`src/rtl/ntc_thermistor_temperature_assert.svh`:
```
// ----------------------------------------------------------------------------
// NTC thermistor temperature: assertion macros
// Shared assertion macros for the thermistor pipeline modules.
// ----------------------------------------------------------------------------
`ifndef NTC_THERMISTOR_TEMPERATURE_ASSERT_SVH
`define NTC_THERMISTOR_TEMPERATURE_ASSERT_SVH
`ifndef NO_ASSERTIONS
`define NTC_ASSERT_IMPL(lbl, ante, cons) \
    lbl: assert property (@(posedge i_clk) disable iff (!i_rst_n) (ante) |-> (cons)) \
        else $error("ntc assertion failed");
`define NTC_ASSERT_NEXT(lbl, ante, cons) \
    lbl: assert property (@(posedge i_clk) disable iff (!i_rst_n) (ante) |=> (cons)) \
        else $error("ntc assertion failed");
`else
`define NTC_ASSERT_IMPL(lbl, ante, cons)
`define NTC_ASSERT_NEXT(lbl, ante, cons)
`endif
`endif

```
`src/rtl/ntc_pkg.sv`:
```
// ----------------------------------------------------------------------------
// NTC thermistor temperature: package
// Widths, constants and shared types of the thermistor pipeline.
// ----------------------------------------------------------------------------
package ntc_pkg;
    localparam int VOLT_W     = 13;
    localparam int BETA_W     = 14;
    localparam int OHM_W      = 20;
    localparam int FIELD_W    = 15;
    localparam int APB_ADDR_W = 5;
    localparam int NUM_W      = OHM_W + VOLT_W;
    localparam int LOG_FRAC   = 24;
    localparam int NORM_BITS  = 30;
    localparam int MANT_W     = NORM_BITS + 1;
    localparam int TOP_W      = 6;
    localparam int LOG_W      = TOP_W + LOG_FRAC;
    localparam int LOG_ROUNDS = LOG_FRAC;
    localparam int DEN_W      = 46;

    localparam logic [29:0] LN2_Q30 = 30'd744261118;

    typedef enum logic [2:0] {
        REG_BETA    = 3'd0,
        REG_NTC_REF = 3'd1,
        REG_DIVIDER = 3'd2,
        REG_SUPPLY  = 3'd3,
        REG_VMIN    = 3'd4,
        REG_VMAX    = 3'd5
    } t_reg;

    typedef struct packed {
        logic valid;
        logic cold;
        logic hot;
    } t_tag;

    typedef struct packed {
        logic [BETA_W-1:0] beta;
        logic [OHM_W-1:0]  ntc_ref;
        logic [OHM_W-1:0]  divider;
        logic [VOLT_W-1:0] supply;
        logic [VOLT_W-1:0] vmin;
        logic [VOLT_W-1:0] vmax;
    } t_cfg;
endpackage

```
`src/rtl/ntc_div.sv`:
```
// ----------------------------------------------------------------------------
// NTC thermistor temperature: pipelined divider
// Restoring division, one quotient bit per stage.
// ----------------------------------------------------------------------------
module ntc_div import ntc_pkg::*; #(
    parameter int QB = 18,
    parameter int NW = 62
) (
    input  logic          i_clk,
    input  logic          i_rst_n,
    input  t_tag          i_tag,
    input  logic [NW-1:0] i_dvd,
    input  logic [DEN_W-1:0] i_d,
    output t_tag          o_tag,
    output logic [QB-1:0] o_quo
);
    t_tag             r_tag [0:QB];
    logic [DEN_W-1:0] r_rem [0:QB];
    logic [QB-1:0]    r_low [0:QB];
    logic [DEN_W-1:0] r_d   [0:QB];

    always_ff @(posedge i_clk) begin
        if (!i_rst_n) begin
            for (int k = 0; k <= QB; k++) begin
                r_tag[k] <= '0;
            end
        end else begin
            r_tag[0] <= i_tag;
            for (int k = 1; k <= QB; k++) begin
                r_tag[k] <= r_tag[k-1];
            end
        end
    end

    always_ff @(posedge i_clk) begin
        r_rem[0] <= DEN_W'(i_dvd >> QB);
        r_low[0] <= i_dvd[QB-1:0];
        r_d[0]   <= i_d;
    end

    for (genvar k = 1; k <= QB; k++) begin : g_step
        logic [DEN_W:0]   trial;
        logic             ge;
        logic [DEN_W-1:0] n_rem;

        always_comb begin
            trial = {r_rem[k-1], r_low[k-1][QB-1]};
            ge    = trial >= {1'b0, r_d[k-1]};
            n_rem = ge ? DEN_W'(trial - {1'b0, r_d[k-1]}) : trial[DEN_W-1:0];
        end

        always_ff @(posedge i_clk) begin
            r_rem[k] <= n_rem;
            r_low[k] <= {r_low[k-1][QB-2:0], ge};
            r_d[k]   <= r_d[k-1];
        end
    end

    assign o_tag = r_tag[QB];
    assign o_quo = r_low[QB];
endmodule

```
`config.mk`:
```
export PLATFORM = sky130hd
export DESIGN_NAME = ntc_div
export DESIGN_NICKNAME = d
export VERILOG_FILES = /design/src/rtl/ntc_thermistor_temperature_assert.svh /design/src/rtl/ntc_pkg.sv /design/src/rtl/ntc_div.sv
export SDC_FILE = /design/constraint.sdc
export NUM_CORES = 2
export LEC_CHECK = 0
export ABC_CLOCK_PERIOD_IN_PS = 10100
export BUFFER_PORTS_ARGS = -buffer_cell sky130_fd_sc_hd__buf_2
export CAP_MARGIN = 0
export CORE_AREA = 2 2 521 368
export DETAILED_ROUTE_END_ITERATION = 8
export DIE_AREA = 0 0 523 370
export PLACE_DENSITY = 0.64
export SLEW_MARGIN = 5
export SYNTH_ARGS = -nofsm -noshare
export SYNTH_HDL_FRONTEND = slang
export SYNTH_SLANG_ARGS = --single-unit
```
`constraint.sdc`:
```
create_clock -name i_clk -period 10.1 [get_ports i_clk]
set_clock_uncertainty 0.2 [all_clocks]
set_input_delay 1.01 -clock i_clk [delete_from_list [all_inputs] [get_ports i_clk]]
set_output_delay 1.01 -clock i_clk [all_outputs]
set_load 0.1 [all_outputs]
```
Word level (Yosys, flattened, before mapping). Memory sizes are Yosys's and may differ from the RTL's. Cells that the tools add are included. Widths: inputs -> output; s select.

Flip-flop bits (word level): 0. RAM bits: 2147. Memories kept: 4.

Add/subtract/negate cells: 18. Magnitude comparators: 18. Multiplexer cells: 39. Bitwise operators: 19.

Memories: r_d (depth 19, bits a word 46, rd ports 18, clocked after memory_dff 0, write ports 19, RTL line ntc_div.sv:20) `logic [DEN_W-1:0] r_d [0:QB];`; r_rem (depth 19, bits a word 46, rd ports 18, clocked after memory_dff 0, write ports 19, RTL line ntc_div.sv:18) `logic [DEN_W-1:0] r_rem [0:QB];`; r_low (depth 19, bits a word 18, rd ports 19, clocked after memory_dff 0, write ports 19, RTL line ntc_div.sv:19) `logic [QB-1:0] r_low [0:QB];`; r_tag (depth 19, bits a word 3, rd ports 19, clocked after memory_dff 0, write ports 19, RTL line ntc_div.sv:17) `t_tag r_tag [0:QB];`.

Operators by type and width (count): $ge 47x46->1 (18); $mux 46 (18); $sub 46x46->46 (18); $mux 3 (19); $or 1x1->1 (19); $mux 1 (2).

Longest topological paths before layout.
Word-level depth: 2. Depth in mapped cells: 17. Gate-level depth less buffers: 16.

Worst setup path after synthesis. OpenSTA, ideal clock, no wires.

Kind: reg2reg. From: memory r_low[12][17]. To: memory r_rem[13][44]. Library setup time: 0.121 ns. Arrival: 3.353 ns. Slack: 6.427 ns. Cell stages (with the launch flop): 17. Path buffers: 0. Clock period less this slack: 3.673 ns. Cell sequence: dfxtp_1 -> inv_1 -> ha_1 -> inv_1 -> fa_1 -> a211oi_1 -> o21bai_1 -> a221oi_1 -> o211ai_1 -> a31o_2 -> a311o_1 -> a21oi_1 -> o31a_1 -> o21ai_0 -> a21oi_1 -> xnor2_1 -> mux2_2.

RTL lines (RTL line): from (decl) (ntc_div.sv:19); to (decl) (ntc_div.sv:18).

==> flow_summary.toml <==
[global_route]
grt_pass1_wl_um = 413000
met3_usage_pct = 12.7
busiest_layer = "met1"
met1_usage_pct = 46.4
grt_pass1_vias = 68100
grt_overflow = 0
grt_max_degree = 94
track_usage_pct = 27.5
antenna_found_initial = 15
use_met2_pct = 29.3

[routing]
drtPass1Iterations = 6
ant_nets = 0
via_per_inst = 5.63
vias = 75000
routed_wl_um = 274000
drtIter0Drc = 8267
wire_per_inst_um = 20.5
drc = 0

[clocking]
clkSlewWorstSetupHoldPaths_ns = 0.07
postCtsSetupBuffers = 0
cts_hold_buf = 18
clkLatencyLatePin_ns = 0.87
cts_root_buf = "clkbuf_16"
htree_num_levels = 4
cts_max_path_buffers = 4
cts_tree = "built"
cts-resized-gates = 0
cts.sinks = 2053
cts_made_buffers = 205

[run]
drv_cap = 0

[placement]
place_hpwl_um = 218000
io_buffers = 133
globalplace.congestion = 0.994
place_area_um2 = 98300

[timing]
fin_crit_ns = 5.87
timing.final.max_slew_violations = 0
hold_slack_ns = 0.0656
setup_violations = 0
clock.fmax_ghz = 0.170
grt_setup_unrepaired = "false"
hold_viol_final = 0
worstMarginPinSlew_ns = 1.42
slew_headroom_pct = 4.50
setup_tns_ns = 0
post-route-period-util_pct = 58.1

[floorplanning]
fp.dieH_um = 370
io_pins = 134
initial_utilization_pct = 50.6
coreArea_um2 = 189000
die_w_um = 523
num_rows = 134
die-area_um2 = 194000

[cells_and_area]
utilization_pct = 55.8
nets = 11600
drive_above_1_share_pct = 7.42
area_delta_synth_final_pct = 10.3
mostFrequentLayoutCell = "dfxtp_1"
stdcell_area_um2 = 106000
final_cell_mix = "dfxtp_1 (2053), a21oi_1 (1102), inv_1 (1018), ha_1 (827), nand2_1 (744)"

[pwr]
p_switching_w = 0.0167
finalPower_w = 0.0397
clockPowerShare_pct = 20.0
combPwrFrac_pct = 50.5
leakage_nw = 48.8
powerDensity_nw_per_um2 = 376
power_frac_seq_pct = 29.5
vdd_drop_max_mv = 0.211
intPower_w = 0.0230
p_sw_share_pct = 42.0

[synth]
synth_area_per_cell_um2 = 9.00
yosysWarnings = 0
synth_edf_count = 0
syn-num-nets = 11600
ys_async_sr_fraction_pct = 0
synth.cell_area_um2 = 95700
yosysSeqAreaShare_pct = 43.0
synthCells = 10600
ys_ff_latch = 2053
synth_cell_types = 95
ys.flop_type = "dfxtp_1"

[setup_path]
worstSetupPathType = "flop to flop"
cp-start-kind = "flop"
cp-end-kind = "flop"
worst_ep_required_time_ns = 10.65
critPathArrivalTime_ns = 6.42
critPathMaxFanout = 77

[status]
status = "completed"

[hold_path]
min_path_type = "input port to flop"
## worst paths after layout
check	from	endpoint	slack, ns	cells after the start
max	r_d[11][1]	r_rem[12][1]	4.23	13
min	i_dvd[2]	r_low[0][2]	0.07	1
max reg2reg	r_d[11][1]	r_rem[12][1]	4.23	13
min reg2reg	r_d[3][10]	r_d[4][10]	0.11	0
## routing by layer
layer	part of all wire, %	wire, um
met1	54	148000
met2	31	83700
met3	14	38000
met4	1.2	3290
met5	0.20	556
## cells in the mapped netlist (23+ instances only)
cell type  number  area (um^2)
a31oi_1        91          569
a21oi_1      1105         5530
buf_2          54          270
a211oi_1       63          473
and2_1         83          519
dfxtp_1      2053        41100
nand2b_1      106          663
nor3_1         81          405
nor2b_1       116          726
a21o_1        465         3490
nand4_1       193         1210
o21bai_1      133          998
nand3_1       182          911
o21a_1         77          578
o31ai_1        55          413
a21boi_0       23          173
mux2_2        195         2200
nor2_1        642         2410
ha_1          827        10300
and3_1         96          601
a31o_2         25          219
nand2_1       744         2790
o21ai_0       696         3480
inv_1        1018         3820
clkbuf_1      285         1070
xnor2_1       415         3630
xor2_1        297         2600
nor4_1         35          219
or3_1          30          188
o211ai_1       53          398
## critical path, stage by stage (launching register included)
cell and delay (ns):
dfxtp_1 0.33, inv_1 0.07, ha_1 0.30, nor2b_1 0.14, o21ai_0 0.25, a21oi_1 0.21, o21bai_1 0.33, a21oi_1 0.27
o311ai_1 0.89, a41oi_1 0.41, a211oi_1 0.89, o21a_2 0.37, buf_4 0.60, mux2_2 0.41
## power groups by stage
stage                     Clock (W)  Sequential [W]  Combinational (W)
after global routing        0.00847          0.0119             0.0219
after CTS                   0.00812          0.0117             0.0194
after global placement            0          0.0119             0.0190
final                       0.00792          0.0117             0.0200
after floorplan                   0          0.0115             0.0145
after detailed placement          0          0.0118             0.0192
## kinds of logic (layout without fill, tap and decap cells)
group           count (synthesis)  count (layout)  synth area share [%]
compound gates               3017            3017                  19.2
simple gates                 2403            2403                  11.9
flops                        2053            2053                  43.0
buf+inv                      1385            1572                  5.63
fa+ha+maj                     844             844                  11.2
xor+xnor                      712             712                  6.52
mux                           216             216                  2.57
other cells                     0               1                     0
## sequential cells by signal (all words and copies together), names as in the netlist
name and count:
r_d 828, r_low 342, r_rem 826, r_tag 57
## area by class of cell
class / instances / area (um^2)
clock inverters: 91 / 1190
inverters: 1018 / 3820
multi-input cells: 7192 / 49300
well taps: 2516 / 3150
clock buffers: 273 / 5830
repair buffers: 190 / 1140
fillers: 17000 / 83400
flip-flops and latches: 2053 / 41100
diodes: 1 / 2.50
## through the flow
step	setup slack, ns	instances
3_5_place_dp	4.63	13000
6_report	4.23	13300
4_1_cts	4.52	13300
2_1_floorplan	6.43	10600
3_3_place_gp	4.22	12900
5_1_grt	4.06	13300
(Power assumes the default switching activity.)
