**config.mk**
```make
export PLATFORM = sky130hd
export DESIGN_NAME = ntc_water
export DESIGN_NICKNAME = d
export VERILOG_FILES = /design/src/rtl/ntc_pkg.sv /design/src/rtl/ntc_water.sv
export VERILOG_INCLUDE_DIRS = /design/src /design/src/rtl
export SDC_FILE = /design/constraint.sdc
export NUM_CORES = 1
export LEC_CHECK = 0
export ABC_AREA = 1
export BUFFER_PORTS_ARGS = -buffer_cell sky130_fd_sc_hd__buf_2
export CORE_ASPECT_RATIO = 1.2
export CORE_MARGIN = 2
export CORE_UTILIZATION = 59
export CTS_CLUSTER_SIZE = 16
export DETAILED_ROUTE_END_ITERATION = 8
export PLACE_DENSITY = 0.79
export RECOVER_POWER = 100
export SETUP_SLACK_MARGIN = 0.15
export SLEW_MARGIN = 20
export SYNTH_ARGS = -nofsm -noshare
export SYNTH_HDL_FRONTEND = slang
export SYNTH_SLANG_ARGS = --single-unit
export TNS_END_PERCENT = 10
```
**constraint.sdc**
```tcl
create_clock -name i_clk -period 4.99 [get_ports i_clk]
set_input_delay 0.998 -clock i_clk [delete_from_list [all_inputs] [get_ports i_clk]]
set_output_delay 0.998 -clock i_clk [all_outputs]
set_load 0.03 [all_outputs]
```
**src/rtl/ntc_thermistor_temperature_assert.svh**
```systemverilog
// ----------------------------------------------------------------------------
// NTC thermistor temperature: assertion macros
// Shared assertion macros for the thermistor pipeline modules.
// ----------------------------------------------------------------------------
`ifndef NTC_THERMISTOR_TEMPERATURE_ASSERT_SVH
`define NTC_THERMISTOR_TEMPERATURE_ASSERT_SVH
`ifndef NO_ASSERTIONS
`define NTC_ASSERT_IMPL(lbl, ante, cons) \
    lbl: assert property (@(posedge i_clk) disable iff (!i_rst_n) (ante) |-> (cons)) \
        else $error("ntc assertion failed");
`define NTC_ASSERT_NEXT(lbl, ante, cons) \
    lbl: assert property (@(posedge i_clk) disable iff (!i_rst_n) (ante) |=> (cons)) \
        else $error("ntc assertion failed");
`else
`define NTC_ASSERT_IMPL(lbl, ante, cons)
`define NTC_ASSERT_NEXT(lbl, ante, cons)
`endif
`endif

```
**src/rtl/ntc_pkg.sv**
```systemverilog
// ----------------------------------------------------------------------------
// NTC thermistor temperature: package
// Widths, constants and shared types of the thermistor pipeline.
// ----------------------------------------------------------------------------
package ntc_pkg;
    localparam int VOLT_W     = 13;
    localparam int BETA_W     = 14;
    localparam int OHM_W      = 20;
    localparam int FIELD_W    = 15;
    localparam int APB_ADDR_W = 5;
    localparam int NUM_W      = OHM_W + VOLT_W;
    localparam int LOG_FRAC   = 24;
    localparam int NORM_BITS  = 30;
    localparam int MANT_W     = NORM_BITS + 1;
    localparam int TOP_W      = 6;
    localparam int LOG_W      = TOP_W + LOG_FRAC;
    localparam int LOG_ROUNDS = LOG_FRAC;
    localparam int DEN_W      = 46;

    localparam logic [29:0] LN2_Q30 = 30'd744261118;

    typedef enum logic [2:0] {
        REG_BETA    = 3'd0,
        REG_NTC_REF = 3'd1,
        REG_DIVIDER = 3'd2,
        REG_SUPPLY  = 3'd3,
        REG_VMIN    = 3'd4,
        REG_VMAX    = 3'd5
    } t_reg;

    typedef struct packed {
        logic valid;
        logic cold;
        logic hot;
    } t_tag;

    typedef struct packed {
        logic [BETA_W-1:0] beta;
        logic [OHM_W-1:0]  ntc_ref;
        logic [OHM_W-1:0]  divider;
        logic [VOLT_W-1:0] supply;
        logic [VOLT_W-1:0] vmin;
        logic [VOLT_W-1:0] vmax;
    } t_cfg;
endpackage

```
**src/rtl/ntc_water.sv**
```systemverilog
// ----------------------------------------------------------------------------
// NTC thermistor temperature: water estimate
// Three-segment linear map from sensor to water temperature.
// ----------------------------------------------------------------------------
`include "ntc_thermistor_temperature_assert.svh"
module ntc_water import ntc_pkg::*; #(
    parameter int FRAC_BITS = 8
) (
    input  logic                 i_clk,
    input  logic                 i_rst_n,
    input  logic                 i_valid,
    input  logic [FRAC_BITS+6:0] i_sensor,
    output logic                 o_valid,
    output logic [FRAC_BITS+6:0] o_sensor,
    output logic [FRAC_BITS+6:0] o_water
);
    localparam int TW = FRAC_BITS + 7;
    localparam int PW = TW + 7;
    localparam int RS = PW + 7;
    localparam int MW = PW + 1;
    localparam int QW = 2 * PW + 1;
    localparam logic [MW-1:0] RECIP = MW'(((64'd1 << RS) / 64'd100) + 64'd1);
    localparam logic [TW-1:0] HOT   = TW'(99 << FRAC_BITS);
    localparam logic [TW-1:0] LOW_T = TW'(35 << FRAC_BITS);
    localparam logic [TW-1:0] MID_T = TW'(65 << FRAC_BITS);
    localparam logic [TW:0]   ONE   = (TW+1)'(1 << FRAC_BITS);
    localparam logic [TW:0]   HALF  = (TW+1)'(1 << (FRAC_BITS - 1));

    logic          r_v1, r_v2, r_v3;
    logic [TW-1:0] r_t1, r_t2, r_t3;
    logic          r_low1, r_low2, r_mid1, r_mid2;
    logic [PW-1:0] r_prod;
    logic [QW-1:0] r_qp;
    logic [TW-1:0] r_w;

    logic [PW-1:0] n_prod;
    logic [QW-1:0] n_qp;
    logic [TW:0]   quo;
    logic [TW:0]   sum;
    logic [TW-1:0] n_w;

    function automatic logic is_mid(input logic [TW-1:0] t);
        return t < MID_T;
    endfunction

    always_comb begin
        n_prod = (is_mid(i_sensor) ? PW'(117) : PW'(110)) * PW'(i_sensor) + PW'(50);
    end

    assign n_qp = QW'(r_prod) * QW'(RECIP);

    always_comb begin
        quo = r_qp[QW-1:RS];
        if (r_low2) begin
            sum = {1'b0, r_t2} + ONE;
        end else if (r_mid2) begin
            sum = quo + ONE;
        end else begin
            sum = quo + HALF;
        end
        n_w = (sum > {1'b0, HOT}) ? HOT : sum[TW-1:0];
    end

    always_ff @(posedge i_clk) begin
        if (!i_rst_n) begin
            r_v1 <= 1'b0;
            r_v2 <= 1'b0;
            r_v3 <= 1'b0;
        end else begin
            r_v1 <= i_valid;
            r_v2 <= r_v1;
            r_v3 <= r_v2;
        end
    end

    always_ff @(posedge i_clk) begin
        r_t1   <= i_sensor;
        r_low1 <= i_sensor < LOW_T;
        r_mid1 <= is_mid(i_sensor);
        r_prod <= n_prod;
        r_t2   <= r_t1;
        r_low2 <= r_low1;
        r_mid2 <= r_mid1;
        r_qp   <= n_qp;
        r_t3   <= r_t2;
        r_w    <= n_w;
    end

    assign o_valid  = r_v3;
    assign o_sensor = r_t3;
    assign o_water  = r_w;

    `NTC_ASSERT_IMPL(a_water_not_below, r_v3, r_w >= r_t3)
    `NTC_ASSERT_IMPL(a_water_capped, r_v3, r_w <= HOT)
endmodule

```
* Word-level counts from Yosys, hierarchy flattened *
Index checks and enable logic that the tools add are counted.

storage, ports and cells
  register bits = 133
  output and inout bits = 31
  logic and storage cells = 25

operators by class
  $add $sub $neg = 4
  multipliers = 2
  $lt $le $gt $ge = 3
  muxes and demuxes = 3

operators with widths
  operator                                                                            count
  22-bit by 22-bit multiplier with 44-bit output (second input constant)              1
  16-bit 2-to-1 mux                                                                   2
  22-bit by 6-bit adder with 22-bit output (second input constant)                    1
  7-bit by 15-bit multiplier with 22-bit output                                       1
  15-bit by 9-bit adder with 16-bit output (second input constant)                    1
  16-bit by 8-bit adder with 16-bit output (second input constant)                    1
  16-bit by 9-bit adder with 16-bit output (second input constant)                    1
  16-bit by 15-bit greater-than comparator with 1-bit output (second input constant)  1
  15-bit by 14-bit less-than comparator with 1-bit output (second input constant)     1
  15-bit less-than comparator (second input constant)                                 1
  5-bit 2-to-1 mux                                                                    1

* Logic depth before layout (Yosys ltp) *
  depth after elaboration = 4
  mapped depth = 25
  gate-level depth less buffers = 25

* Worst setup path after synthesis *
No wires, ideal clock.

  path type = input-to-reg
  start = input port i_sensor[10]
  end = register r_prod[17]
  arrival time = 5271 ps
  required time = 4918 ps
  path slack = -353 ps
  stages = 24
  cells stage by stage = inv_1 ha_1 nand2_1 nand2_1 nand3_1 nand2_1 clkbuf_1 nand2_1 fa_1 inv_1 fa_1 fa_1 inv_1 fa_1 inv_1 ha_1 a21oi_1 nor2_1 nor2_1 nand2_1 a21oi_1 inv_1 a21oi_1 xnor2_1

between the ends
  cells in the longest elaborated chain, start to end = 4

ends and longest elaborated chain
  item                                             RTL line         source
  start, declared                                  ntc_water.sv:12  input logic [FRAC_BITS+6:0] i_sensor,
  15-bit less-than comparator                      ntc_water.sv:43  return t < MID_T;
  5-bit 2-to-1 mux                                 ntc_water.sv:47  n_prod = (is_mid(i_sensor) ? PW'(117) : PW'(110)) * PW'(i_sensor) + PW'(50);
  7-bit by 15-bit multiplier with 22-bit output *  ntc_water.sv:47
  22-bit by 6-bit adder with 22-bit output *       ntc_water.sv:47
  net n_prod[17]                                   ntc_water.sv:36  logic [PW-1:0] n_prod;
  end signal, assigned                             ntc_water.sv:80  r_prod <= n_prod;
  end, declared                                    ntc_water.sv:32  logic [PW-1:0] r_prod;

The timed path passes the listed nets; every way through them passes the cells marked *.
A chain may end at the register's enable or synchronous reset.

* Worst setup path in the final report *
  start = register r_prod[7]
  end = register r_qp[37]

between the ends
  cells in the longest elaborated chain, start to end = 1

ends and longest elaborated chain
  item                                            RTL line         source
  22-bit by 22-bit multiplier with 44-bit output  ntc_water.sv:50  assign n_qp = QW'(r_prod) * QW'(RECIP);
  net n_qp[37]                                    ntc_water.sv:37  logic [QW-1:0] n_qp;
  end signal, assigned                            ntc_water.sv:84  r_qp <= n_qp;
  end, declared                                   ntc_water.sv:33  logic [QW-1:0] r_qp;

The timed path passes the listed nets, and every way through them passes these cells.

==> impl_metrics.py <==
metrics = {
    "status": {
        "violations": "setup timing",
        "status": "complete, but fails checks",
    },
    "place": {
        "dpl_cell_area_um2": 18600,
        "dp_hpwl_um": 37600,
        "routabilityCongestion": 0.977,
        "io_buffers": 48,
    },
    "die": {
        "floorplan.die.width_um": 153,
        "num_rows": 65,
        "core_area_um2": 26400,
        "initial_utilization": 0.600,
        "io_pins": 49,
        "die_height_um": 183,
        "dieArea_um2": 28100,
    },
    "detailed_routing": {
        "drt-initial-drc-count": 692,
        "firstDrtPassIters": 8,
        "antenna_left": 0,
        "viasPerCell": 5.35,
        "routed_wl_um": 46300,
        "drc": 0,
        "via_count": 13298,
        "routedWlPerCell_um": 18.6,
    },
    "clock_tree": {
        "cts_sinks": 105,
        "ctsHtreeMaxLevel": 3,
        "clk_root_buffer_cell": "clkbuf_16",
        "clk_path_buf_depth": 2,
        "cts_buffers": 9,
        "cts_tree": "yes",
        "clk_pin_slew_worst_paths_ps": 100,
        "clk_latency_ps": 370,
    },
    "worst_hold_path": {
        "hold_class": "flip-flop to flip-flop",
    },
    "global_route": {
        "antenna_found_initial": 1,
        "grt_max_degree": 23,
        "grt_pass1_wl_um": 73500,
        "grt_pass1_vias": 14717,
        "track_usage": 0.339,
        "grt-ovfl-total": 0,
    },
    "sta": {
        "relSlewSlack": 0.620,
        "tightest_slew_ps": 564,
        "hold_violations": 0,
        "setup_viol": 28,
        "layout_setup_ws_ps": -372,
        "rsz0062_at_grt": "true",
        "finalCritPeriodShare": 1.07,
        "fmaxAchievable_ghz": 0.186,
        "finalClockSkew_ps": 19.2,
        "slew_violations": 0,
        "min_period_ps": 5360,
    },
    "cells_and_area": {
        "finalInstanceArea_um2": 19900,
        "num_antenna_cells": 0,
        "layout.nets": 2702,
        "drive_above_1_share": 0.232,
        "n_fill_cell": 1817,
        "synthToLayoutAreaGrowth_pct": 25.9,
    },
    "worst_setup_path": {
        "critPathArrivalTime_ps": 5670,
        "crit_fanout": 7,
        "end_kind": "flip-flop",
        "crit_type": "flip-flop to flip-flop",
        "crit_required_ps": 5300,
        "crit_path_start_kind": "flip-flop",
    },
    "synthesis": {
        "yosysTopAreaCell": "fa_1",
        "syn_nets": 2398,
        "syn_area_per_cell_um2": 8.58,
        "synth_top_cell_area_share": 0.308,
        "synth_seq_cells": 105,
        "synth_seq_area_share": 0.133,
        "postSynthCellCount": 1841,
        "async_flop_share": 0,
        "synth_edf_count": 0,
        "yosysUniqueCellTypes": 39,
        "yosysWarnings": 0,
        "synth_area_um2": 15800,
        "synthTopCellsByArea": "fa_1 31%, ha_1 23%, dfxtp_1 13%",
        "dominantRegCellSynth": "dfxtp_1",
    },
    "run": {
        "cap_violations": 0,
    },
}
[metrics by stage]
| stage | cells | utilization | worst slack (ps) | setup TNS (ps) | hold WS [ps] |
|---|---|---|---|---|---|
| floorplan | 1841 | - | -20.8 | -76.5 | 310 |
| detailed placement | 2459 | 0.707 | -553 | -13520 | 312 |
| finish | 2485 | 0.755 | -372 | -5950 | 324 |
| global placement | 2459 | 0.707 | -513 | -11860 | 310 |
| CTS | 2484 | 0.755 | -171 | -2140 | 326 |
| global route | 2485 | 0.755 | -493 | -10290 | 337 |
[synth_stat cells, drive strengths merged (12+ instances only)]
cell / number
fa: 243
ha: 296
dfxtp: 105
o21ai: 45
nand2: 245
nor3: 13
xor2: 23
inv: 538
a21oi: 75
nand3: 48
nor2: 129
nand4: 12
[registers in the layout, indices dropped and copies added, names as in the netlist]
| signal | cells |
|---|---|
| r_low1 | 1 |
| r_t1 | 15 |
| r_prod | 22 |
| o_water | 15 |
| r_mid1 | 1 |
| r_mid2 | 1 |
| r_t2 | 15 |
| o_sensor | 15 |
| o_valid | 1 |
| r_qp | 16 |
| r_v2 | 1 |
| r_v1 | 1 |
| r_low2 | 1 |
[cell families (layout without fill, tap and decap cells)]
family / Yosys count / after routing / synth area share
AND/OR/NAND/NOR: 461 / 461 / 0.120
flip-flops: 105 / 105 / 0.133
AO/OA/AOI/OAI: 159 / 159 / 0.0571
adder cells (fa/ha/maj): 539 / 539 / 0.542
XOR/XNOR: 30 / 30 / 0.0166
other: 1 / 1 / 0.000237
buffers and inverters: 546 / 855 / 0.131
[layer usage]
layer  global-route usage  share of wire  up-vias
met5                    0        0.00022        -
met4                0.232          0.085        2
met3               0.0484          0.051      215
met2                0.625           0.52      491
met1                0.356           0.34     6395
li1                     -              -     6195
[repair_timing]
action | in CTS | in global routing
endpoints found under the setup margin | 31 | 32
cloned | 0 | 0
pin swaps | 102 | 22
hold buffers | 0 | 0
setup buffers | 9 | 1
resized for setup | 195 | 25
[critical path, cell delays in order, from the launching register on]
cell and delay (ps):
dfxtp_4 410, fa_1 590, ha_4 170, inv_2 40, fa_1 580, inv_2 60, fa_1 530, fa_1 440
fa_1 510, inv_1 60, fa_1 500, inv_2 50, ha_4 270, nand2_1 100, buf_6 150, nor2_4 110
inv_2 70, nor2_4 100, inv_2 60, nor2_2 110, nand4_1 140, nand3_1 130, nand2_1 60, nand2_1 60
[final timing paths]
kind / cells after the start / from / to / slack, ps
max reg2reg: 23 / r_prod[7] / r_qp[37] / -370
min reg2reg: 0 / r_t1[6] / r_t2[6] / 320
min: 0 / r_t1[6] / r_t2[6] / 320
max: 23 / r_prod[7] / r_qp[37] / -370
[cell usage in the layout, fill, tap and decap left out, types with 4 or more instances in the layout]
cell type and count:
nand4_1 12, xor2_1 22, buf_6 6, clkbuf_16 9, dfxtp_4 12, nor3_1 9
nor3_2 4, nand3_1 46, clkbuf_1 52, buf_12 6, o21ai_0 27, a21o_1 6
dfxtp_2 5, nor2_4 14, nand2_2 19, buf_4 230, inv_2 29, o21bai_1 5
xnor2_1 7, a21oi_1 52, o21a_1 8, fa_1 229, inv_1 505, ha_1 238
nor2_2 25, fa_2 14, buf_2 5, nor2_1 90, ha_4 51, ha_2 7
o211ai_1 5, dfxtp_1 88, a21oi_2 20, nand2_1 222, o21ai_1 8, o21ai_2 9
[area by class of cell]
cell class                 count  area, µm²  area share
sequential                   105       2150       0.108
timing repair buffer         300       2150       0.108
clock inverter                 7       91.3     0.00459
inverter                     539       2040       0.103
multi-input combinational   1190      12800       0.644
tap                          335        419      0.0211
clock buffer                   9        225      0.0113
Power is left out: the tool's default activity adds up to more than one toggle a clock period on the data nets, which glitch-free logic cannot reach.
