### src/rtl/ntc_thermistor_temperature_assert.svh
// ----------------------------------------------------------------------------
// NTC thermistor temperature: assertion macros
// Shared assertion macros for the thermistor pipeline modules.
// ----------------------------------------------------------------------------
`ifndef NTC_THERMISTOR_TEMPERATURE_ASSERT_SVH
`define NTC_THERMISTOR_TEMPERATURE_ASSERT_SVH
`ifndef NO_ASSERTIONS
`define NTC_ASSERT_IMPL(lbl, ante, cons) \
    lbl: assert property (@(posedge i_clk) disable iff (!i_rst_n) (ante) |-> (cons)) \
        else $error("ntc assertion failed");
`define NTC_ASSERT_NEXT(lbl, ante, cons) \
    lbl: assert property (@(posedge i_clk) disable iff (!i_rst_n) (ante) |=> (cons)) \
        else $error("ntc assertion failed");
`else
`define NTC_ASSERT_IMPL(lbl, ante, cons)
`define NTC_ASSERT_NEXT(lbl, ante, cons)
`endif
`endif

### src/rtl/ntc_pkg.sv
// ----------------------------------------------------------------------------
// NTC thermistor temperature: package
// Widths, constants and shared types of the thermistor pipeline.
// ----------------------------------------------------------------------------
package ntc_pkg;
    localparam int VOLT_W     = 13;
    localparam int BETA_W     = 14;
    localparam int OHM_W      = 20;
    localparam int FIELD_W    = 15;
    localparam int APB_ADDR_W = 5;
    localparam int NUM_W      = OHM_W + VOLT_W;
    localparam int LOG_FRAC   = 24;
    localparam int NORM_BITS  = 30;
    localparam int MANT_W     = NORM_BITS + 1;
    localparam int TOP_W      = 6;
    localparam int LOG_W      = TOP_W + LOG_FRAC;
    localparam int LOG_ROUNDS = LOG_FRAC;
    localparam int DEN_W      = 46;

    localparam logic [29:0] LN2_Q30 = 30'd744261118;

    typedef enum logic [2:0] {
        REG_BETA    = 3'd0,
        REG_NTC_REF = 3'd1,
        REG_DIVIDER = 3'd2,
        REG_SUPPLY  = 3'd3,
        REG_VMIN    = 3'd4,
        REG_VMAX    = 3'd5
    } t_reg;

    typedef struct packed {
        logic valid;
        logic cold;
        logic hot;
    } t_tag;

    typedef struct packed {
        logic [BETA_W-1:0] beta;
        logic [OHM_W-1:0]  ntc_ref;
        logic [OHM_W-1:0]  divider;
        logic [VOLT_W-1:0] supply;
        logic [VOLT_W-1:0] vmin;
        logic [VOLT_W-1:0] vmax;
    } t_cfg;
endpackage

### src/rtl/ntc_apb_regs.sv
// ----------------------------------------------------------------------------
// NTC thermistor temperature: configuration registers
// APB register file holding the thermistor and divider settings.
// ----------------------------------------------------------------------------
module ntc_apb_regs import ntc_pkg::*; (
    input  logic                  i_clk,
    input  logic                  i_rst_n,
    input  logic                  psel,
    input  logic                  penable,
    input  logic                  pwrite,
    input  logic [APB_ADDR_W-1:0] paddr,
    input  logic [31:0]           pwdata,
    output logic [31:0]           prdata,
    output logic                  pready,
    output t_cfg                  o_cfg
);
    t_cfg r_cfg;
    t_cfg n_cfg;
    logic [2:0] idx;
    logic       wr;

    assign idx    = paddr[APB_ADDR_W-1:2];
    assign wr     = psel && penable && pwrite;
    assign pready = 1'b1;
    assign o_cfg  = r_cfg;

    always_comb begin
        n_cfg = r_cfg;
        if (wr) begin
            unique case (idx)
                REG_BETA:    n_cfg.beta    = pwdata[BETA_W-1:0];
                REG_NTC_REF: n_cfg.ntc_ref = pwdata[OHM_W-1:0];
                REG_DIVIDER: n_cfg.divider = pwdata[OHM_W-1:0];
                REG_SUPPLY:  n_cfg.supply  = pwdata[VOLT_W-1:0];
                REG_VMIN:    n_cfg.vmin    = pwdata[VOLT_W-1:0];
                REG_VMAX:    n_cfg.vmax    = pwdata[VOLT_W-1:0];
                default:     ;
            endcase
        end
    end

    always_comb begin
        unique case (idx)
            REG_BETA:    prdata = 32'(r_cfg.beta);
            REG_NTC_REF: prdata = 32'(r_cfg.ntc_ref);
            REG_DIVIDER: prdata = 32'(r_cfg.divider);
            REG_SUPPLY:  prdata = 32'(r_cfg.supply);
            REG_VMIN:    prdata = 32'(r_cfg.vmin);
            REG_VMAX:    prdata = 32'(r_cfg.vmax);
            default:     prdata = '0;
        endcase
    end

    always_ff @(posedge i_clk) begin
        if (!i_rst_n) begin
            r_cfg.beta    <= BETA_W'(3435);
            r_cfg.ntc_ref <= OHM_W'(10000);
            r_cfg.divider <= OHM_W'(10000);
            r_cfg.supply  <= VOLT_W'(3300);
            r_cfg.vmin    <= VOLT_W'(16);
            r_cfg.vmax    <= VOLT_W'(3000);
        end else begin
            r_cfg <= n_cfg;
        end
    end
endmodule

### config.mk
export PLATFORM = sky130hd
export DESIGN_NAME = ntc_apb_regs
export DESIGN_NICKNAME = d
export VERILOG_FILES = /design/src/rtl/ntc_thermistor_temperature_assert.svh /design/src/rtl/ntc_pkg.sv /design/src/rtl/ntc_apb_regs.sv
export SDC_FILE = /design/constraint.sdc
export NUM_CORES = 1
export LEC_CHECK = 0
export BUFFER_PORTS_ARGS = -buffer_cell sky130_fd_sc_hd__buf_2
export CORE_ASPECT_RATIO = 0.7
export CORE_MARGIN = 1.5
export CORE_UTILIZATION = 35
export DETAILED_ROUTE_END_ITERATION = 8
export GPL_TIMING_DRIVEN = 1
export SKIP_LAST_GASP = 1
export SYNTH_ARGS = -nofsm -noshare
export SYNTH_HDL_FRONTEND = slang
export SYNTH_SLANG_ARGS = --single-unit
### constraint.sdc
create_clock -name i_clk -period 2.65 [get_ports i_clk]
set_input_delay 0.265 -clock i_clk [delete_from_list [all_inputs] [get_ports i_clk]]
set_output_delay 0.265 -clock i_clk [all_outputs]
set_load 0.01 [all_outputs]
# After elaboration in Yosys (flattened, before gate mapping)

Cells that the tools add are included.

Eq/ne operators: 5
Reduce and logical (&&, ||, !) cells: 9
Muxes and demuxes: 1

Operators by type and width:

| cell               | count |
|---|---|
| $pmux 20 s6        | 1 |
| $reduce_and 2->1   | 6 |
| $eq 3x2->1 const B | 2 |
| $eq 3x3->1 const B | 2 |
| $eq 3x1->1 const B | 1 |
| $logic_not 3->1    | 1 |
| $logic_and 1x1->1  | 2 |

Output and inout bits: 126
Bits of input ports: 42
Word-level logic and storage cells: 21
Register bits after elaboration: 93

# Longest topological paths before layout

Gate-level depths: netlist of the first run.

Depth after elaboration: 3
Gate-level depth with buffers: 6
Gate-level depth less buffers: 3

# Least setup slack after synthesis of the first run

Ideal clock, no wire load.

Path kind: input -> output
Start point: input paddr[2]
End point: output prdata[0]
Path buffers: 2
Data arrival time: 1,285 ps
Required time: 2,385 ps
Path slack: 1,100 ps
Stages: 5
Path through: buf_6 -> clkbuf_1 -> mux2_2 -> a22oi_1 -> o21ai_0

Word-level cells in the longest chain between the ends: 2
Elaborated cells on any way between the ends: 7
Classes of those cells: eq/ne: 5; mux: 1; reduce/logical: 1

Ends and longest elaborated chain:

| element                            | line               | RTL |
|---|---|---|
| start, declared                    | ntc_apb_regs.sv:11 | `input logic [APB_ADDR_W-1:0] paddr,` |
| $eq 3x3->1 (tied with other cells) | ntc_apb_regs.sv:43 | `unique case (idx)` |
| $pmux 20 s6 (*)                    | ntc_apb_regs.sv:43 |  |
| end, declared                      | ntc_apb_regs.sv:13 | `output logic [31:0] prdata,` |

Mark *: on every way between the ends. The rest lies on a longest branch, timed or not.

# Worst setup path after layout of the first run

Start point: input paddr[4]
End point: output prdata[2]

The elaborated chain is that of the path after synthesis.

==> metrics.csv, run 1 <==
metric;value;unit
count of unique library cells instantiated by Yosys;38;
iteration-0 DRC count of the detailed router;169;
Pre-Repair DR Iteration Count;5;
Worst Slack Setup Final;384.5;ps
Initial Utilization;0.3587;
Post-Route WL;13800;µm
Worst-path clk slew;70;ps
antenna violations before repair;0;
# DRC;0;
reg2reg start;o_cfg[28];
die area;0.01338;mm²
clk sinks;93;
layout cells sized above 1;0.3300;
P_sw;751.1;µW
Nets;643;
die height;97.24;µm
maximum clock frequency;441.4;MHz
Die X;137.6;µm
sequential power share;0.485;
final setup fails;0;
crit path kind;input pin to output pin;
core area;0.01238;mm²
Final Hold Fails;0;
sequential area share after synthesis;0.4193;
RSZ-0062 raised after global routing;false;
wire per inst;17.97;µm
WHS Path Cells;3;
Ports;168;
Post-CTS Hold Buffers;0;
Worst Hold Class;input pin to flip-flop;
Largest register FFs;93;
Crit path arrival time;2000;ps
relative slew slack;0.2985;
ant diodes;0;
clock buffer depth;2;
number of synthesized flops with an enable pin;0;
routability cong.;0.7739;
detailed placement HPWL;9698;µm
clock group share of total power;0.416;
postcts setup bufs;0;
peak supply drop;308.6;µV
synth warn;0;
CP Max Fanout;22;
post-CTS sizing;0;
Worst-Margin Slew;1048;ps
CP delay by family, top;simple AND/OR/NAND/NOR gates;
most used flip-flop cell after synthesis;dfxtp_1;
most common cell in the netlist;dfxtp_1;
final worst path period share;0.8549;
sw frac;0.2563;
combinational fraction of design power;0.100;
Worst Setup End Kind;output pin;
final slew viol count;0;
CP Cell Sequence;buf_2, nor2b_2, a221oi_1, a21oi_1, buf_2;
Yosys reg bits;93;
Power Dens Cells;531.1;mW/mm²
Synth area leader;dfxtp_1;
Setup WS pre-CTS;396.1;ps
Syn Std Cell Area;0.004441;mm²
Cells after Synth;474;
CTS Buf Count;9;
Buffers & Inverters on Critical Path;2;
Fin Clk Skew;0;ps
root buffer cell;clkbuf_16;
total grt overflow;0;
Critical Path Source Type;input pin;
R2R depth;2;
most frequent CP cell;buf_2;
FF-to-FF End;o_cfg[28];
vias in the first global route;3748;
Synth top cells by count;dfxtp_1 (93), nand2_1 (84), mux2i_1 (73), clkbuf_1 (22);
worst hold path endpoint;o_cfg[53];
async set-or-reset flop fraction in the synthesized netlist;0;
Tmin final;2265;ps
Lkg Pwr;2.497;nW
Fin Setup TNS;0;ps
fill count;1249;
CTS H-tree lvls;3;
max_cap viols;0;
Yosys top cell area share;0.4193;
min-delay src;pwdata[14];
status;finished clean;
Row Count;34;
Worst EP required;2380;ps
PortBufs;140;
average size of a mapped cell;9.368;µm²
first-pass GRT wire length;20980;µm
Storage cell area;0.001862;mm²
area delta synth->final;24.26;%
Global Route Usage Sum;0.2061;
Int Pwr;2.180;mW
Area contributors post-synth;dfxtp_1 (42%), mux2i_1 (16%), nand2_1 (7.1%);
r2r setup slk;1940;ps
slowest stage delay, CP;900;ps
multi-input logic area;0.002277;mm²
vias;3920;
pin count of the biggest net entering global routing;51;
fin util;0.4457;
clk_lat worst skew;330;ps
CTS tree;yes;
Vias/cell;5.104;
ANT nets after route;0;
CP max stage cell;nor2b_2;
==> per-stage QoR <==
stage	hold WS (ps)	std cells	instance area, µm²	power (mW)
finish	191.1	768	5518	2.931
global route	202.5	768	5518	3.030
CTS	181.8	768	5518	2.954
detailed placement	461.8	752	5239	1.744
global placement	456.3	752	5239	1.739
floorplan	403.8	485	4482	1.646
==> cell type report <==
type	count	share of cell area
Clock inverter	5	0.006576
Multi-Input combinational cell	329	0.4127
Inverter	11	0.007483
Tap cell	162	0.03673
Sequential cell	93	0.3374
Timing Repair Buffer	157	0.1551
Clock buffer	11	0.04399
==> cell usage in the layout, fill, tap and decap left out, drive strengths merged <==
cell      Yosys  final
a21oi         7      7
a221oi        6      6
a22oi        21     21
a31oi         2      2
a32oi         1      1
and2          1      1
and3          1      1
and4          1      1
buf          30    157
clkbuf       22     11
clkinv        0      2
clkinvlp      0      3
conb          2     13
dfxtp        93     93
inv          11     11
mux2         21     21
mux2i        73     73
mux4          1      1
nand2        84     84
nand2b        2      2
nand3         6      6
nand4         1      1
nand4b        1      1
nor2         12     12
nor2b        18     18
nor3          1      1
nor3b         1      1
nor4bb        2      2
o211ai       16     16
o21ai        21     21
o221ai        2      2
o311ai        4      4
o31ai         7      7
or2           1      1
or3           2      2
==> power groups by stage <==
stage	clock network (mW)	logic, mW	registers, mW
final	1.22	0.292	1.42
after global routing	1.29	0.318	1.42
after CTS	1.24	0.292	1.42
after detailed placement	0	0.292	1.45
after global placement	0	0.288	1.45
after floorplan	0	0.190	1.46
==> how the worst max path moves through the flow <==
stage | from | endpoint | slack (ps) | depth (start not counted)
2_1_floorplan | paddr[2] | prdata[0] | 1100 | 5
3_3_place_gp | paddr[4] | prdata[4] | 390 | 5
3_5_place_dp | paddr[4] | prdata[12] | 400 | 5
4_1_cts | paddr[4] | prdata[12] | 380 | 5
5_1_grt | paddr[4] | prdata[2] | 240 | 5
6_report | paddr[4] | prdata[2] | 380 | 5
==> worst reg2reg max path, stage by stage (launching register included) <==
cell      delay, ps
dfxtp_1         350
o21ai_0          80
o311ai_0        150
==> cells by family after synthesis <==
group / count (synthesis) / share of synthesized area
buffers and inverters: 63 / 0.07833
AO/OA/AOI/OAI: 87 / 0.1344
AND/OR/NAND/NOR: 134 / 0.1434
flip-flops: 93 / 0.4193
multiplexers: 95 / 0.2229
other: 2 / 0.001691
==> routing by layer <==
layer  track usage  vias to the layer above  share of wire  routed length (µm)
met4       0.03644                        0         0.0041                  56
li1              -                     1902              -                   -
met5             0                        -              0                   0
met1        0.2945                     1864           0.49                6694
met3       0.05164                        6          0.076                1046
met2        0.3158                      148           0.43                6003
(Power assumes the default switching activity.)
==> run 2, diff against run 1 <==
Settings changed: ABC_AREA from default to 1.
==> run 2 against run 1 <==
Net effect:
- first-iteration DRC count up 150%
- global-route usage is 2.0 points higher
- critical path depth up 4
- worst hold slack got worse by 37 ps
- sequential share of layout area fell by 0.51 points
- die area grew 4.1%
- clock power down 3%
- fmax increased by 13%
- power grew 0.34%
==> metrics.csv, run 2 <==
metric;value;unit
final worst path period share;0.7554;
Worst Setup End Kind;output pin;
Lkg Pwr;2.841;nW
slowest stage delay, CP;490;ps
post-CTS sizing;0;
fill count;1371;
final slew viol count;0;
max_cap viols;0;
relative slew slack;0.5500;
maximum clock frequency;499.6;MHz
vias in the first global route;4445;
ANT nets after route;0;
area delta synth->final;21.13;%
WHS Path Cells;3;
CP max stage cell;nor2_4;
iteration-0 DRC count of the detailed router;421;
Die X;140.4;µm
Worst Slack Setup Final;648.2;ps
leading cell types in the layout, fill and taps excluded;nand2_1 (213), nor2_1 (145), buf_2 (140), nand3_1 (108), dfxtp_1 (93);
Tmin final;2002;ps
wire per inst;15.49;µm
Worst-Margin Slew;675.0;ps
Fin Setup TNS;0;ps
average size of a mapped cell;6.488;µm²
Pre-Repair DR Iteration Count;5;
first-pass GRT wire length;24490;µm
Row Count;34;
CP delay by family, top;simple AND/OR/NAND/NOR gates;
pin count of the biggest net entering global routing;61;
Yosys reg bits;93;
postcts setup bufs;0;
layout cells sized above 1;0.2158;
crit path kind;input pin to output pin;
commonest non-fill, non-tap cell in the layout;nand2_1;
ant diodes;0;
clock buffer depth;2;
Yosys top cell area share;0.4025;
Final Hold Fails;0;
Initial Utilization;0.3661;
CP Cell Sequence;buf_2, nand2_1, nor2_4, buf_12, nand2_1, nand2_1, inv_1, nand2_1, buf_2;
Worst Hold Class;input pin to flip-flop;
vias;4878;
synth warn;0;
clk sinks;93;
Largest register FFs;93;
die area;0.01393;mm²
total grt overflow;0;
Critical Path Source Type;input pin;
core area;0.01263;mm²
Power Dens Cells;524.8;mW/mm²
# DRC;0;
Worst EP required;2380;ps
Syn Std Cell Area;0.004626;mm²
Area contributors post-synth;dfxtp_1 (40%), nand2_1 (17%), nor2_1 (12%);
peak supply drop;289.5;µV
Post-Route WL;15420;µm
Hold WS;154.3;ps
Setup WS pre-CTS;639.6;ps
most common cell in the netlist;nand2_1;
final setup fails;0;
sequential area share after synthesis;0.4025;
Ports;168;
most frequent CP cell;nand2_1;
Synth top cells by count;nand2_1 (213), nor2_1 (145), nand3_1 (108), dfxtp_1 (93), inv_1 (35);
Fin Clk Skew;0;ps
async set-or-reset flop fraction in the synthesized netlist;0;
RSZ-0062 raised after global routing;false;
most used flip-flop cell after synthesis;dfxtp_1;
clk_lat worst skew;330;ps
antenna violations before repair;0;
die height;99.19;µm
CTS H-tree lvls;3;
Buffers & Inverters on Critical Path;4;
critical path depth;9;
multi-input logic area;0.002305;mm²
R2R depth;2;
Nets;872;
status;finished clean;
Synth area leader;dfxtp_1;
PortBufs;140;
count of unique library cells instantiated by Yosys;21;
root buffer cell;clkbuf_16;
Post-CTS Hold Buffers;0;
number of synthesized flops with an enable pin;0;
Worst-path clk slew;60;ps
detailed placement HPWL;10960;µm
CP Max Fanout;21;
Crit path arrival time;1740;ps
CTS tree;yes;
routability cong.;0.8385;
CTS Buf Count;9;
Vias/cell;4.898;
Cells after Synth;713;
Global Route Usage Sum;0.2262;
Storage cell area;0.001862;mm²
[run 2: area by class of cell]
type,instances,area share
timing repair buffer,154,0.1483
tap,162,0.03618
inverter,38,0.02546
sequential,93,0.3323
clock buffer,13,0.04466
multi-input combinational,534,0.4113
clock inverter,2,0.001787
[run 2: power by group]
| part | switching (mW) | total, mW | internal [mW] |
|---|---|---|---|
| Sequential | 0.0151 | 1.43 | 1.42 |
| Clock | 0.521 | 1.18 | 0.655 |
| Combinational | 0.235 | 0.334 | 0.0992 |
[run 2: logic make-up after synthesis]
kind of cell,count (synthesis),share of synthesized area
and+or+nand+nor,505,0.4704
DFF,93,0.4025
AOI/OAI and AO/OA,16,0.01731
other,2,0.001624
buffers and inverters,97,0.1082
[run 2: routing by layer]
metal,vias up,share of wire,global-route usage
li1,2473,-,-
met1,2173,0.48,0.3278
met2,224,0.41,0.3343
met3,8,0.098,0.06596
met4,0,0.0052,0.04130
met5,-,0,0
[run 2: through the flow]
stage	power, mW	instances	util	cell area (µm²)
floorplan	1.683	724	-	4667
global placement	1.794	981	0.4229	5343
detailed placement	1.794	981	0.4229	5343
CTS	2.968	996	0.4435	5603
global route	3.064	996	0.4435	5603
finish	2.941	996	0.4435	5603
[run 2: worst reg2reg max path, stage by stage (launching register included)]
cell     delay (ps)
dfxtp_1         330
o21ai_0          80
nand3_1         100
[run 2: worst paths after layout]
check / slack, ps / to / from
max: 650 / prdata[2] / paddr[3]
min: 150 / o_cfg[28] / pwdata[2]
max reg2reg: 2000 / o_cfg[9] / o_cfg[9]
min reg2reg: 490 / o_cfg[49] / o_cfg[49]
==> run 3, diff against run 2 <==
Clock period 2.65 ns to 2.04 ns, I/O delays scaled along.
==> run 3 against run 2 <==
Net effect:
- sequential share of layout area shrank 0.69 points
- sequential power grew 30%
- sequential cell count is the same
- critical endpoint is now prdata[5]
==> metrics.csv, run 3 (same netlist as run 2, synthesis figures left out) <==
metric;value;unit
CP max stage cell;buf_2;
antenna violations before repair;0;
Fin Clk Skew;0;ps
Largest register FFs;93;
CP Max Fanout;12;
fill count;1352;
Tmin final;1749;ps
met3 wire length;1527;µm
Max Used Layer;met4;
final worst path period share;0.8573;
status;finished clean;
Pwr Total;4.181;mW
CTS tree;yes;
Final Hold Fails;0;
CTS Buf Count;9;
PortBufs;140;
layout cells sized above 1;0.2229;
core area;0.01263;mm²
Initial Utilization;0.3661;
Pre-Repair DR Iteration Count;5;
Worst-path clk slew;60;ps
Post-Route WL;15290;µm
met2 WL post-DR;6364;µm
max_cap viols;0;
Crit path arrival time;1540;ps
root buffer cell;clkbuf_16;
crit path kind;input pin to output pin;
routability cong.;0.8327;
clk sinks;93;
vias;4978;
Worst EP required;1840;ps
pin count of the biggest net entering global routing;94;
multi-input logic area;0.002305;mm²
critical path depth;8;
fin util;0.4529;
Worst Setup End Kind;output pin;
area delta synth->final;23.69;%
RSZ-0062 raised after global routing;false;
final slew viol count;0;
total grt overflow;0;
Nets;877;
Hold WS;88.07;ps
CTS H-tree lvls;3;
slowest stage delay, CP;300;ps
ant diodes;0;
leading cell types in the layout, fill and taps excluded;nand2_1 (213), nor2_1 (145), buf_2 (140), nand3_1 (108), dfxtp_1 (93);
peak supply drop;381.5;µV
die height;99.19;µm
ANT nets after route;0;
# DRC;0;
clk_lat worst skew;340;ps
Storage cell area;0.001862;mm²
Critical Path Source Type;input pin;
Die X;140.4;µm
Global Route Usage Sum;0.2222;
Vias/cell;4.973;
Worst Hold Class;input pin to flip-flop;
relative slew slack;0.6362;
CP Cell Sequence;buf_2, inv_2, buf_4, nand4_1, nand2_1, nor2_1, nand2_1, buf_2;
commonest non-fill, non-tap cell in the layout;nand2_1;
post-CTS sizing;0;
Lkg Pwr;2.902;nW
die area;0.01393;mm²
Power Dens Cells;730.8;mW/mm²
final setup fails;0;
vias in the first global route;4288;
detailed placement HPWL;10880;µm
iteration-0 DRC count of the detailed router;337;
r2r setup slk;1410;ps
met1 wire length;7243;µm
wire per inst;15.28;µm
Buffers & Inverters on Critical Path;4;
R2R depth;2;
Worst-Margin Slew;545.1;ps
Fin Setup TNS;0;ps
Row Count;34;
clock buffer depth;2;
maximum clock frequency;571.8;MHz
Ports;168;
WHS Path Cells;3;
Post-CTS Hold Buffers;0;
first-pass GRT wire length;23920;µm
CP delay by family, top;buffers and inverters;
postcts setup bufs;0;
-- run 3: report_power, final --
group	switching [mW]	internal (mW)	total [mW]
combinational	0.306	0.134	0.440
clock	0.695	1.19	1.88
sequential	0.0197	1.84	1.86
total	1.02	3.16	4.18
-- run 3: final timing paths --
| kind | start | end |
|---|---|---|
| min | pwdata[2] | o_cfg[28] |
| max reg2reg | o_cfg[90] | o_cfg[90] |
| min reg2reg | o_cfg[72] | o_cfg[72] |
| max | paddr[3] | prdata[5] |
-- run 3: per-layer routing --
layer / vias to the layer above / GRT usage
li1: 2483 / -
met1: 2269 / 0.3218
met2: 211 / 0.3233
met3: 15 / 0.06211
met4: 0 / 0.05587
met5: - / 0
-- run 3: through the flow --
step	worst slack, ps	instances	instance area (µm²)
global route	194.6	1001	5722
finish	291.0	1001	5722
CTS	280.4	1001	5722
floorplan	776.7	724	4667
detailed placement	260.8	986	5393
global placement	315.3	986	5393
-- run 3: layout make-up --
cell class                 count  area share
multi-input combinational    534      0.4028
sequential                    93      0.3254
tap                          162     0.03543
clock inverter                 5     0.01749
inverter                      38     0.02493
clock buffer                  10     0.04002
timing repair buffer         159      0.1539
-- run 3: worst min-delay path: stages --
cell     delay (ps)
buf_2            90
nand2_1          50
nand3_1          60
